[src/hdl/fbpa_pkg.sv]
// Shared types, constants and helpers of the fixed-size block pool allocator.
package fbpa_pkg;

  localparam int FREE_DEPTH   = 1024;
  localparam int HEADER_BYTES = 8;

  localparam int ADDR_W   = 32;
  localparam int PAGE_W   = 21;
  localparam int BLOCK_W  = 17;
  localparam int ALIGN_W  = 4;
  localparam int LIMIT_W  = 16;
  localparam int TOTAL_W  = 48;
  localparam int STRIDE_W = BLOCK_W + 1;
  localparam int LOST_W   = PAGE_W;
  localparam int FADDR_W  = $clog2(FREE_DEPTH);
  localparam int FCNT_W   = $clog2(FREE_DEPTH + 1);
  localparam int CFG_IDX_W = 3;
  localparam int CFG_DATA_W = 32;

  localparam logic [ALIGN_W-1:0] ALIGN_MIN = ALIGN_W'(3);
  localparam logic [ALIGN_W-1:0] ALIGN_MAX = ALIGN_W'(12);

  typedef enum logic [1:0] {
    REQ_ALLOC = 2'd0,
    REQ_FREE  = 2'd1,
    REQ_FLUSH = 2'd2,
    REQ_NONE  = 2'd3
  } req_t;

  typedef enum logic [1:0] {
    ST_OK        = 2'd0,
    ST_NO_MEMORY = 2'd1,
    ST_STACK_FULL = 2'd2
  } status_t;

  localparam logic [CFG_IDX_W-1:0] CFG_ARENA_BASE  = 3'd0;
  localparam logic [CFG_IDX_W-1:0] CFG_PAGE_BYTES  = 3'd1;
  localparam logic [CFG_IDX_W-1:0] CFG_BLOCK_BYTES = 3'd2;
  localparam logic [CFG_IDX_W-1:0] CFG_ALIGN_LOG2  = 3'd3;
  localparam logic [CFG_IDX_W-1:0] CFG_PAGE_LIMIT  = 3'd4;

  localparam logic [ADDR_W-1:0]  RST_ARENA_BASE  = '0;
  localparam logic [PAGE_W-1:0]  RST_PAGE_BYTES  = PAGE_W'(4096);
  localparam logic [BLOCK_W-1:0] RST_BLOCK_BYTES = BLOCK_W'(64);
  localparam logic [ALIGN_W-1:0] RST_ALIGN_LOG2  = ALIGN_W'(3);
  localparam logic [LIMIT_W-1:0] RST_PAGE_LIMIT  = LIMIT_W'(256);

  // Block size raised to the header size, rounded up to the clamped alignment.
  function automatic logic [STRIDE_W-1:0] stride_calc(input logic [BLOCK_W-1:0] block_bytes,
                                                      input logic [ALIGN_W-1:0] align_log2);
    logic [ALIGN_W-1:0]  lg;
    logic [STRIDE_W-1:0] size;
    logic [STRIDE_W-1:0] amask;
    lg = (align_log2 < ALIGN_MIN) ? ALIGN_MIN :
         ((align_log2 > ALIGN_MAX) ? ALIGN_MAX : align_log2);
    size = (block_bytes < BLOCK_W'(HEADER_BYTES)) ? STRIDE_W'(HEADER_BYTES)
                                                  : {1'b0, block_bytes};
    amask = (STRIDE_W'(1) << lg) - STRIDE_W'(1);
    return (size + amask) & ~amask;
  endfunction

endpackage

[src/hdl/fbpa_mod.sv]
// Bit-serial restoring remainder unit: page size modulo stride, one bit per cycle.
module fbpa_mod (
  input  logic                          clk,
  input  logic                          rst_n,
  input  logic                          go,
  input  logic [fbpa_pkg::PAGE_W-1:0]   dividend,
  input  logic [fbpa_pkg::STRIDE_W-1:0] divisor,
  output logic                          done,
  output logic [fbpa_pkg::STRIDE_W-1:0] remainder
);

  localparam int IDX_W = $clog2(fbpa_pkg::PAGE_W);

  logic                          run_r, run_nxt;
  logic                          done_r, done_nxt;
  logic [IDX_W-1:0]              idx_r, idx_nxt;
  logic [fbpa_pkg::STRIDE_W-1:0] rem_r, rem_nxt;
  logic [fbpa_pkg::STRIDE_W:0]   trial;

  always_comb begin
    run_nxt  = run_r;
    done_nxt = 1'b0;
    idx_nxt  = idx_r;
    rem_nxt  = rem_r;
    trial    = {rem_r, dividend[idx_r]};
    if (go) begin
      run_nxt = 1'b1;
      idx_nxt = IDX_W'(fbpa_pkg::PAGE_W - 1);
      rem_nxt = '0;
    end else if (run_r) begin
      if (trial >= {1'b0, divisor}) begin
        trial = trial - {1'b0, divisor};
      end
      rem_nxt = trial[fbpa_pkg::STRIDE_W-1:0];
      if (idx_r == '0) begin
        run_nxt  = 1'b0;
        done_nxt = 1'b1;
      end else begin
        idx_nxt = idx_r - IDX_W'(1);
      end
    end
  end

  always_ff @(posedge clk) begin
    if (!rst_n) begin
      run_r  <= 1'b0;
      done_r <= 1'b0;
    end else begin
      run_r  <= run_nxt;
      done_r <= done_nxt;
    end
    idx_r <= idx_nxt;
    rem_r <= rem_nxt;
  end

  assign done      = done_r;
  assign remainder = rem_r;

endmodule

[config.mk]
export PLATFORM = sky130hd
export DESIGN_NAME = fbpa_mod
export DESIGN_NICKNAME = d
export VERILOG_FILES = /design/src/hdl/fbpa_pkg.sv /design/src/hdl/fbpa_mod.sv
export SDC_FILE = /design/constraint.sdc
export NUM_CORES = 1
export LEC_CHECK = 0
export ABC_AREA = 1
export BUFFER_PORTS_ARGS = -buffer_cell sky130_fd_sc_hd__buf_2
export CORE_MARGIN = 3
export CORE_UTILIZATION = 40
export CTS_CLUSTER_DIAMETER = 60
export DETAILED_ROUTE_END_ITERATION = 7
export SYNTH_ARGS = -nofsm -noshare
export SYNTH_HDL_FRONTEND = slang
export SYNTH_SLANG_ARGS = --single-unit
[constraint.sdc]
create_clock -name clk -period 3.39 [get_ports clk]
set_input_delay 0.1695 -clock clk [delete_from_list [all_inputs] [get_ports clk]]
set_output_delay 0.1695 -clock clk [all_outputs]
set_load 0.01 [all_outputs]
Word-level counts from Yosys, hierarchy flattened
Cells that the tools add are included.
{"block": "word_totals", "reg_bits": 25, "in_bits": 42, "output_inout_bits": 19, "wordCells": 21}
{"block": "classes", "n_addsub": 2, "order_cmp": 2, "mux": 7, "n_bitwise": 3, "n_reduce_logical": 3}
{"cell": "greater-or-equal comparator 19 x 18 -> 1 bit", "n": 1}
{"cell": "two-way mux 18 bit", "n": 1}
{"cell": "subtractor 18 bit", "n": 1}
{"cell": "< comparator 5 x 6 -> 1 bit (second input constant)", "n": 1}
{"cell": "binary-select mux 1 bit (select 5 bit)", "n": 1}
{"cell": "zero test 5 bit", "n": 1}
{"cell": "two-way mux 1 bit", "n": 5}
{"cell": "subtractor 5 x 1 -> 5 bit (second input constant)", "n": 1}
{"cell": "NOT 1 bit", "n": 3}
{"cell": "OR reduction 3 bit", "n": 1}
{"cell": "AND reduction 2 bit", "n": 1}

Longest topological paths before layout
Gate-level depths: netlist (run 1).
{"block": "depth", "depth_word": 4, "depth_mapped": 23, "depth_no_buf": 22}

Least setup slack after synthesis (run 1)
No wires, ideal clock.
{"block": "synth_path", "path_kind": "register to register", "startpoint": "register idx_r[0]", "endpoint": "register rem_r (netlist bit remainder[14])", "t_arrival_ns": 2.451, "required_ns": 3.320, "slack_ns": 0.868, "stages_incl_launch_ff": 23, "path_buffers": 1, "cell_sequence": "dfxtp_1 > inv_1 > clkbuf_1 > nand2_1 > nand3_1 > nand3_1 > nand3_1 > nor2_1 > nor2_1 > ha_1 > inv_2 > fa_1 > inv_1 > nor2_1 > nor2_1 > o21bai_1 > nand2_1 > nand2_1 > nand2_1 > nand2_1 > nand2_1 > nand3_1 > a21oi_1"}
{"block": "synth_via", "elab_chain_len": 4, "word_cells_on_any_way": 5, "cone_classes": "add/sub (1); order compare (1); mux (3)"}
{"item": "start, declared", "line_no": "fbpa_mod.sv:16", "source": "logic [IDX_W-1:0] idx_r, idx_nxt;"}
{"item": "start signal, assigned", "line_no": "fbpa_mod.sv:52", "source": "idx_r <= idx_nxt;"}
{"item": "binary-select mux 1 bit (select 5 bit) (*)", "line_no": "fbpa_mod.sv:25", "source": "trial = {rem_r, dividend[idx_r]};"}
{"item": "two-way mux 1 bit (not written as such) (*)", "line_no": "fbpa_mod.sv:25"}
{"item": "subtractor 18 bit / greater-or-equal comparator 19 x 18 -> 1 bit (equally long branches)", "line_no": "fbpa_mod.sv:32, fbpa_mod.sv:31"}
{"item": "two-way mux 18 bit (*)", "line_no": "fbpa_mod.sv:31", "source": "if (trial >= {1'b0, divisor}) begin"}
{"item": "end signal, assigned", "line_no": "fbpa_mod.sv:53", "source": "rem_r <= rem_nxt;"}
{"item": "end, declared", "line_no": "fbpa_mod.sv:17", "source": "logic [fbpa_pkg::STRIDE_W-1:0] rem_r, rem_nxt;"}
Every way passes the cells marked *; elsewhere a longest branch is shown, timed or not. The select of a mux whose other input is x is not followed.
A chain may end at the register's enable or synchronous reset.

Worst setup path in the final report (run 1)
{"block": "layout_path", "startpoint": "register idx_r[0]", "endpoint": "register rem_r (netlist bit remainder[10])"}
The elaborated chain is that of the path after synthesis.

==> results of run 1 <==
[per-layer routing]
metal | vias up | global-route usage, %
met5 | - | 0
met4 | 0 | 5.16
met3 | 9 | 1.80
met2 | 60 | 31.4
met1 | 1291 | 26.6
li1 | 1550 | -
[state kept, by name, summed over array words and instances (netlist names)]
name	count
done	1
remainder	18
run_r	1
idx_r	5
[report_power, final]
| part | internal [mW] | leakage, nW | switching, mW | total [mW] |
|---|---|---|---|---|
| Sequential | 0.300 | 0.203 | 0.00804 | 0.308 |
| Clock | 0.0837 | 0.0217 | 0.112 | 0.195 |
| Combinational | 0.0752 | 1.46 | 0.116 | 0.191 |
| Total | 0.459 | 1.68 | 0.236 | 0.695 |
[placed cells by master, fill, tap and decap left out, drive strengths merged, types with 6 or more instances in the layout]
cell and count:
nand3 44, a21oi 33, nor2 39, nand2 161, o21ai 8, dfxtp 25, inv 63, ha 19
nand3b 24, xnor2 6, buf 63
[path summary, 6_finish.rpt]
check	start	end	slack, ns	depth (start not counted)
setup / recovery	idx_r[0]$_SDFFE_PP0P_	remainder[10]$_SDFFE_PP0P_	0.51	21
hold / removal	rst_n	run_r$_SDFF_PN0_	0.11	3
setup reg to reg	idx_r[0]$_SDFFE_PP0P_	remainder[10]$_SDFFE_PP0P_	0.51	21
hold reg to reg	idx_r[4]$_SDFFE_PP1P_	idx_r[4]$_SDFFE_PP1P_	0.46	2
[through the flow]
step / std cells / hold slack (ns) / area, um2 / setup slack, ns
after floorplan: 453 / 0.299 / 2660 / 0.868
after global placement: 582 / 0.415 / 3020 / 0.639
after detailed placement: 582 / 0.417 / 3020 / 0.554
after CTS: 586 / 0.101 / 3070 / 0.521
after global routing: 586 / 0.133 / 3070 / 0.176
final: 586 / 0.110 / 3070 / 0.507
[area by class of cell]
type	count	area share, %
clock buffers	3	1.35
inverters	65	7.96
multi-input cells	352	60.4
repair buffers	63	10.5
clock inverters	1	0.245
flip-flops and latches	25	16.3
well taps	77	3.14
[critical path, cell delays in order, from the launching register on]
cell and delay, ns:
dfxtp_1 0.36, inv_1 0.17, or2_2 0.32, nand2_1 0.06, nand3_1 0.06, nand3_1 0.07, nor2_1 0.04, nor2_1 0.13
ha_1 0.17, inv_2 0.05, fa_1 0.40, inv_1 0.07, nor2_1 0.05, nor2_1 0.16, o21bai_1 0.16, nand2_1 0.12
nand2_1 0.05, nand2_1 0.06, nand2_1 0.05, nand2_1 0.05, nand3_1 0.06, a21oi_1 0.13
[cells by family (layout without fill, tap and decap cells)]
family,after synthesis,in the layout
XOR/XNOR,8,8
adder cells (fa/ha/maj),20,20
flip-flops,25,25
AO/OA/AOI/OAI,45,45
AND/OR/NAND/NOR,279,279
buffers and inverters,76,132
==> run summary, run 1 <==
CTS Root Cell: clkbuf_8
first-pass GRT wire length: 12000 um
CTS clk-pin slew, worst paths: 0.11 ns
worst hold path type: input pin to flip-flop
Fill cells: 702
Clock Path Buffers: 2
largest family of logic cells by synthesized area: simple AND/OR/NAND/NOR gates
Post-Synth Simple-Gate Area: 48.5%
nets: 572
CP required: 3.60 ns
Post-CTS Setup Bufs: 0
Final Core Density: 48.0%
Synth Area per Inst: 5.86 um2
pin count of the biggest net entering global routing: 22
Post-synth EDFFs: 0
P_leak: 1.68 nW
n_diodes: 0
GRT Util Overall: 19.1%
Via density: 4.97
antenna viol nets, final: 0
Yosys warning count: 0
Worst-Margin Slew: 0.584 ns
Fmax achieved: 347 MHz
worst-skew pair later-pin latency: 0.29 ns
Setup TNS: 0 ns
dominant cell type by area after synthesis: nand2_1
Arr. time, crit path: 3.09 ns
area of the core: 6390 um2
Max Cap Viol: 0
Syn Inst Count: 453
unrepaired setup endpoints after global routing: false
crit-path max FO: 13
syn_nets: 515
DRC: 0
Port Buffers: 60
DR iter-0 viols: 100
Post-Syn Area: 2660 um2
Synth Area in Compound Gates: 8.95%
met2 WL: 3080 um
share of cells above drive strength 1: 16.9%
DRT Pass-1 Iters: 4
vias in the first global route: 2688
xor/xnor cell area share of the yosys netlist: 2.64%
clk sink count: 25
Top Ports: 61
clock skew: 0.0140 ns
PostCTS Resize Cnt: 0
Yosys top cell area share: 21.8%
count of different cell masters after synthesis: 31
Vias: 2910
Worst setup SP type: flip-flop
Seq cells post-synth: 25
CTS Hold Bufs: 0
Async SR Flop Fraction: 0%
DIE HEIGHT: 87.5 um
final RePlAce weighted congestion: 0.891
met1 wire length: 3490 um
Max VDD drop: 0.000167 V
most frequent cell after synthesis: nand2_1
max_slew headroom: 60.8%
max-slew violations: 0
top cells by count, synth: nand2_1, inv_1, nand3_1
met3 wire len: 289 um
Rows: 29
total congestion overflow: 0
final wirelength: 6960 um
area grow syn2layout: 15.4%
Starting Density: 41.6%
Die Footprint: 7650 um2
post-synthesis mux area share: 0%
Top Layer Used: met4
Min Clock Period, post-route: 2.88 ns
initial antenna violation count: 0
routed len/inst: 11.9 um
CTS Buf Count: 3
WS Path Type: flip-flop to flip-flop
Hold Vio Cnt, Final: 0
Post-Synth Adder-Cell Area: 9.70%
final setup vio count: 0
outcome: finished clean
Pwr per Cell Area: 227 nW/um2
post-synthesis sequential area ratio: 18.8%
CP endpoint kind: flip-flop
Top FF cell, synth: dfxtp_1
H-tree Lvls: 1
area of the multi-input gates: 1850 um2
Post-DP HPWL: 5410 um
Chip Width: 87.5 um
TritonCTS clock tree: done
total power draw: 0.695 mW
register area: 500 um2
final period utilization: 85.1%
largest cells by area after synthesis: nand2_1, dfxtp_1, ha_1
(Power assumes the default switching activity.)
==> inputs of run 2 (changes only) <==
PLACE_DENSITY = 0.69   (was unset)
SLEW_MARGIN = 20   (was unset)
==> run 2 against run 1 <==
Hold slack improved by 0.0039 ns. Clock power about the same. First-iteration DRC count increased by 15%. Worst setup slack improved by 0.057 ns. Global-route usage decreased by 0.19 points. Sequential share of layout area about the same. Die area unchanged. Sequential cell count unchanged. Register-to-register slack improved by 0.06 ns. Total power decreased by 0.38%. Largest cell class unchanged. Fmax increased by 2.0%.
==> run summary, run 2 (synthesized netlist as in run 1, its figures left out) <==
outcome: finished clean
Min Clock Period, post-route: 2.83 ns
total congestion overflow: 0
TritonCTS clock tree: done
Most Crowded Layer GR: met2
Chip Width: 87.5 um
clock skew: 0.00426 ns
commonest non-fill, non-tap cell in the layout: nand2_1
Fmax achieved: 354 MHz
P_leak: 1.68 nW
CTS Buf Count: 3
Worst setup SP type: flip-flop
DIE HEIGHT: 87.5 um
vias in the first global route: 2814
pin count of the biggest net entering global routing: 22
area of the core: 6390 um2
n_diodes: 0
area grow syn2layout: 15.3%
final instance area: 3060 um2
Die Footprint: 7650 um2
most frequent cells in the layout: nand2_1, buf_2, inv_1, nand3_1, nor2_1
crit-path max FO: 13
CTS Hold Bufs: 0
crit-path max cell delay: 0.40 ns
Largest register FFs: 18
CP max stage cell: fa_1
GRT Util Overall: 19.0%
final setup vio count: 0
Worst-Margin Slew: 0.596 ns
Pwr per Cell Area: 226 nW/um2
Flop pwr share: 44.5%
clk sink count: 25
switching pwr: 0.232 mW
final period utilization: 83.4%
max_slew headroom: 60.0%
Comb power frac: 27.5%
Post-DP HPWL: 5420 um
Port Buffers: 60
routed len/inst: 11.7 um
DP Area: 3020 um2
P_int: 0.460 mW
Clock Path Buffers: 2
met3 Track Usage GR: 1.80%
Max Cap Viol: 0
first-pass GRT wire length: 12100 um
worst hold path type: input pin to flip-flop
final RePlAce weighted congestion: 0.899
initial antenna violation count: 0
unrepaired setup endpoints after global routing: false
CP required: 3.61 ns
WP buf/inv: 3
GRT met1 Usage: 24.0%
Crit path max-delay family: simple AND/OR/NAND/NOR gates
final wirelength: 6870 um
DRC: 0
Setup TNS: 0 ns
DRT Pass-1 Iters: 4
Post-CTS Setup Bufs: 0
Hold Vio Cnt, Final: 0
antenna viol nets, final: 0
PostCTS Resize Cnt: 0
Via density: 4.96
H-tree Lvls: 1
WS Path Type: flip-flop to flip-flop
Vias: 2905
CTS clk-pin slew, worst paths: 0.10 ns
Max VDD drop: 0.000181 V
M2 GR Usage: 32.9%
CTS Root Cell: clkbuf_8
DR iter-0 viols: 115
Hold WS: 0.114 ns
CP endpoint kind: flip-flop
Arr. time, crit path: 3.04 ns
Top Ports: 61
share of cells above drive strength 1: 16.7%
Net Sw Frac: 33.6%
Starting Density: 41.6%
total power draw: 0.692 mW
Rows: 29
Clk network pwr share: 28.0%
worst-skew pair later-pin latency: 0.28 ns
nets: 572
CP dominant cell by count: nand2_1
max-slew violations: 0
CP cell instances: inv_1 > or2_2 > nand2_1 > nand3_1 > nand3_1 > nor2_1 > nor2_1 > ha_1 > inv_2 > fa_1 > inv_1 > nor2_1 > nor2_1 > o21bai_1 > nand2_1 > nand2_1 > nand2_1 > nand2_1 > nand2_1 > nand3_1 > a21oi_1
==> run 2: cell types whose count changed in the layout (fill, tap and decap cells not counted), sizes merged <==
cell,delta
clkbuf,+1
clkinvlp,-1
==> run 2: final timing paths <==
path / start / endpoint / slack (ns) / cells after the start
worst max-delay path: idx_r[0]$_SDFFE_PP0P_ / remainder[14]$_SDFFE_PP0P_ / 0.56 / 21
worst min-delay path: rst_n / run_r$_SDFF_PN0_ / 0.11 / 3
worst max register to register: idx_r[0]$_SDFFE_PP0P_ / remainder[14]$_SDFFE_PP0P_ / 0.56 / 21
worst min register to register: idx_r[4]$_SDFFE_PP1P_ / idx_r[4]$_SDFFE_PP1P_ / 0.45 / 2
==> run 2: power groups by stage <==
stage	combinational (mW)	clock [mW]	sequential, mW
4_1_cts	0.192	0.200	0.308
3_5_place_dp	0.190	0	0.315
5_1_grt	0.222	0.204	0.309
6_report	0.190	0.194	0.308
3_3_place_gp	0.190	0	0.315
2_1_floorplan	0.135	0	0.312
==> run 2: layer usage <==
metal | vias to the layer above | share of wire [%] | routed length (um)
li1 | 1550 | - | -
met1 | 1277 | 48 | 3310
met2 | 69 | 46 | 3140
met3 | 9 | 4.2 | 289
met4 | 0 | 1.7 | 119
met5 | - | 0 | 0
==> run 2: area by class of cell <==
type | instances | area, um2
inverters | 65 | 244
clock buffers | 4 | 45.0
multi-input cells | 352 | 1850
well taps | 77 | 96.3
repair buffers | 63 | 323
flip-flops and latches | 25 | 500
fillers | 722 | 3320
==> run 2: worst register-to-register path, cell delays in order, from the launching register on <==
cell	delay (ns)
dfxtp_1	0.34
inv_1	0.16
or2_2	0.32
nand2_1	0.06
nand3_1	0.06
nand3_1	0.07
nor2_1	0.04
nor2_1	0.14
ha_1	0.18
inv_2	0.06
fa_1	0.40
inv_1	0.07
nor2_1	0.05
nor2_1	0.15
o21bai_1	0.16
nand2_1	0.12
nand2_1	0.06
nand2_1	0.05
nand2_1	0.05
nand2_1	0.05
nand3_1	0.07
a21oi_1	0.12
==> run 2: per-stage QoR <==
stage / util [%] / cells / setup WS, ns
2_1_floorplan: - / 453 / 0.868
3_3_place_gp: 47.2 / 582 / 0.658
3_5_place_dp: 47.2 / 582 / 0.579
4_1_cts: 47.9 / 586 / 0.550
5_1_grt: 47.9 / 586 / 0.185
6_report: 47.9 / 586 / 0.564
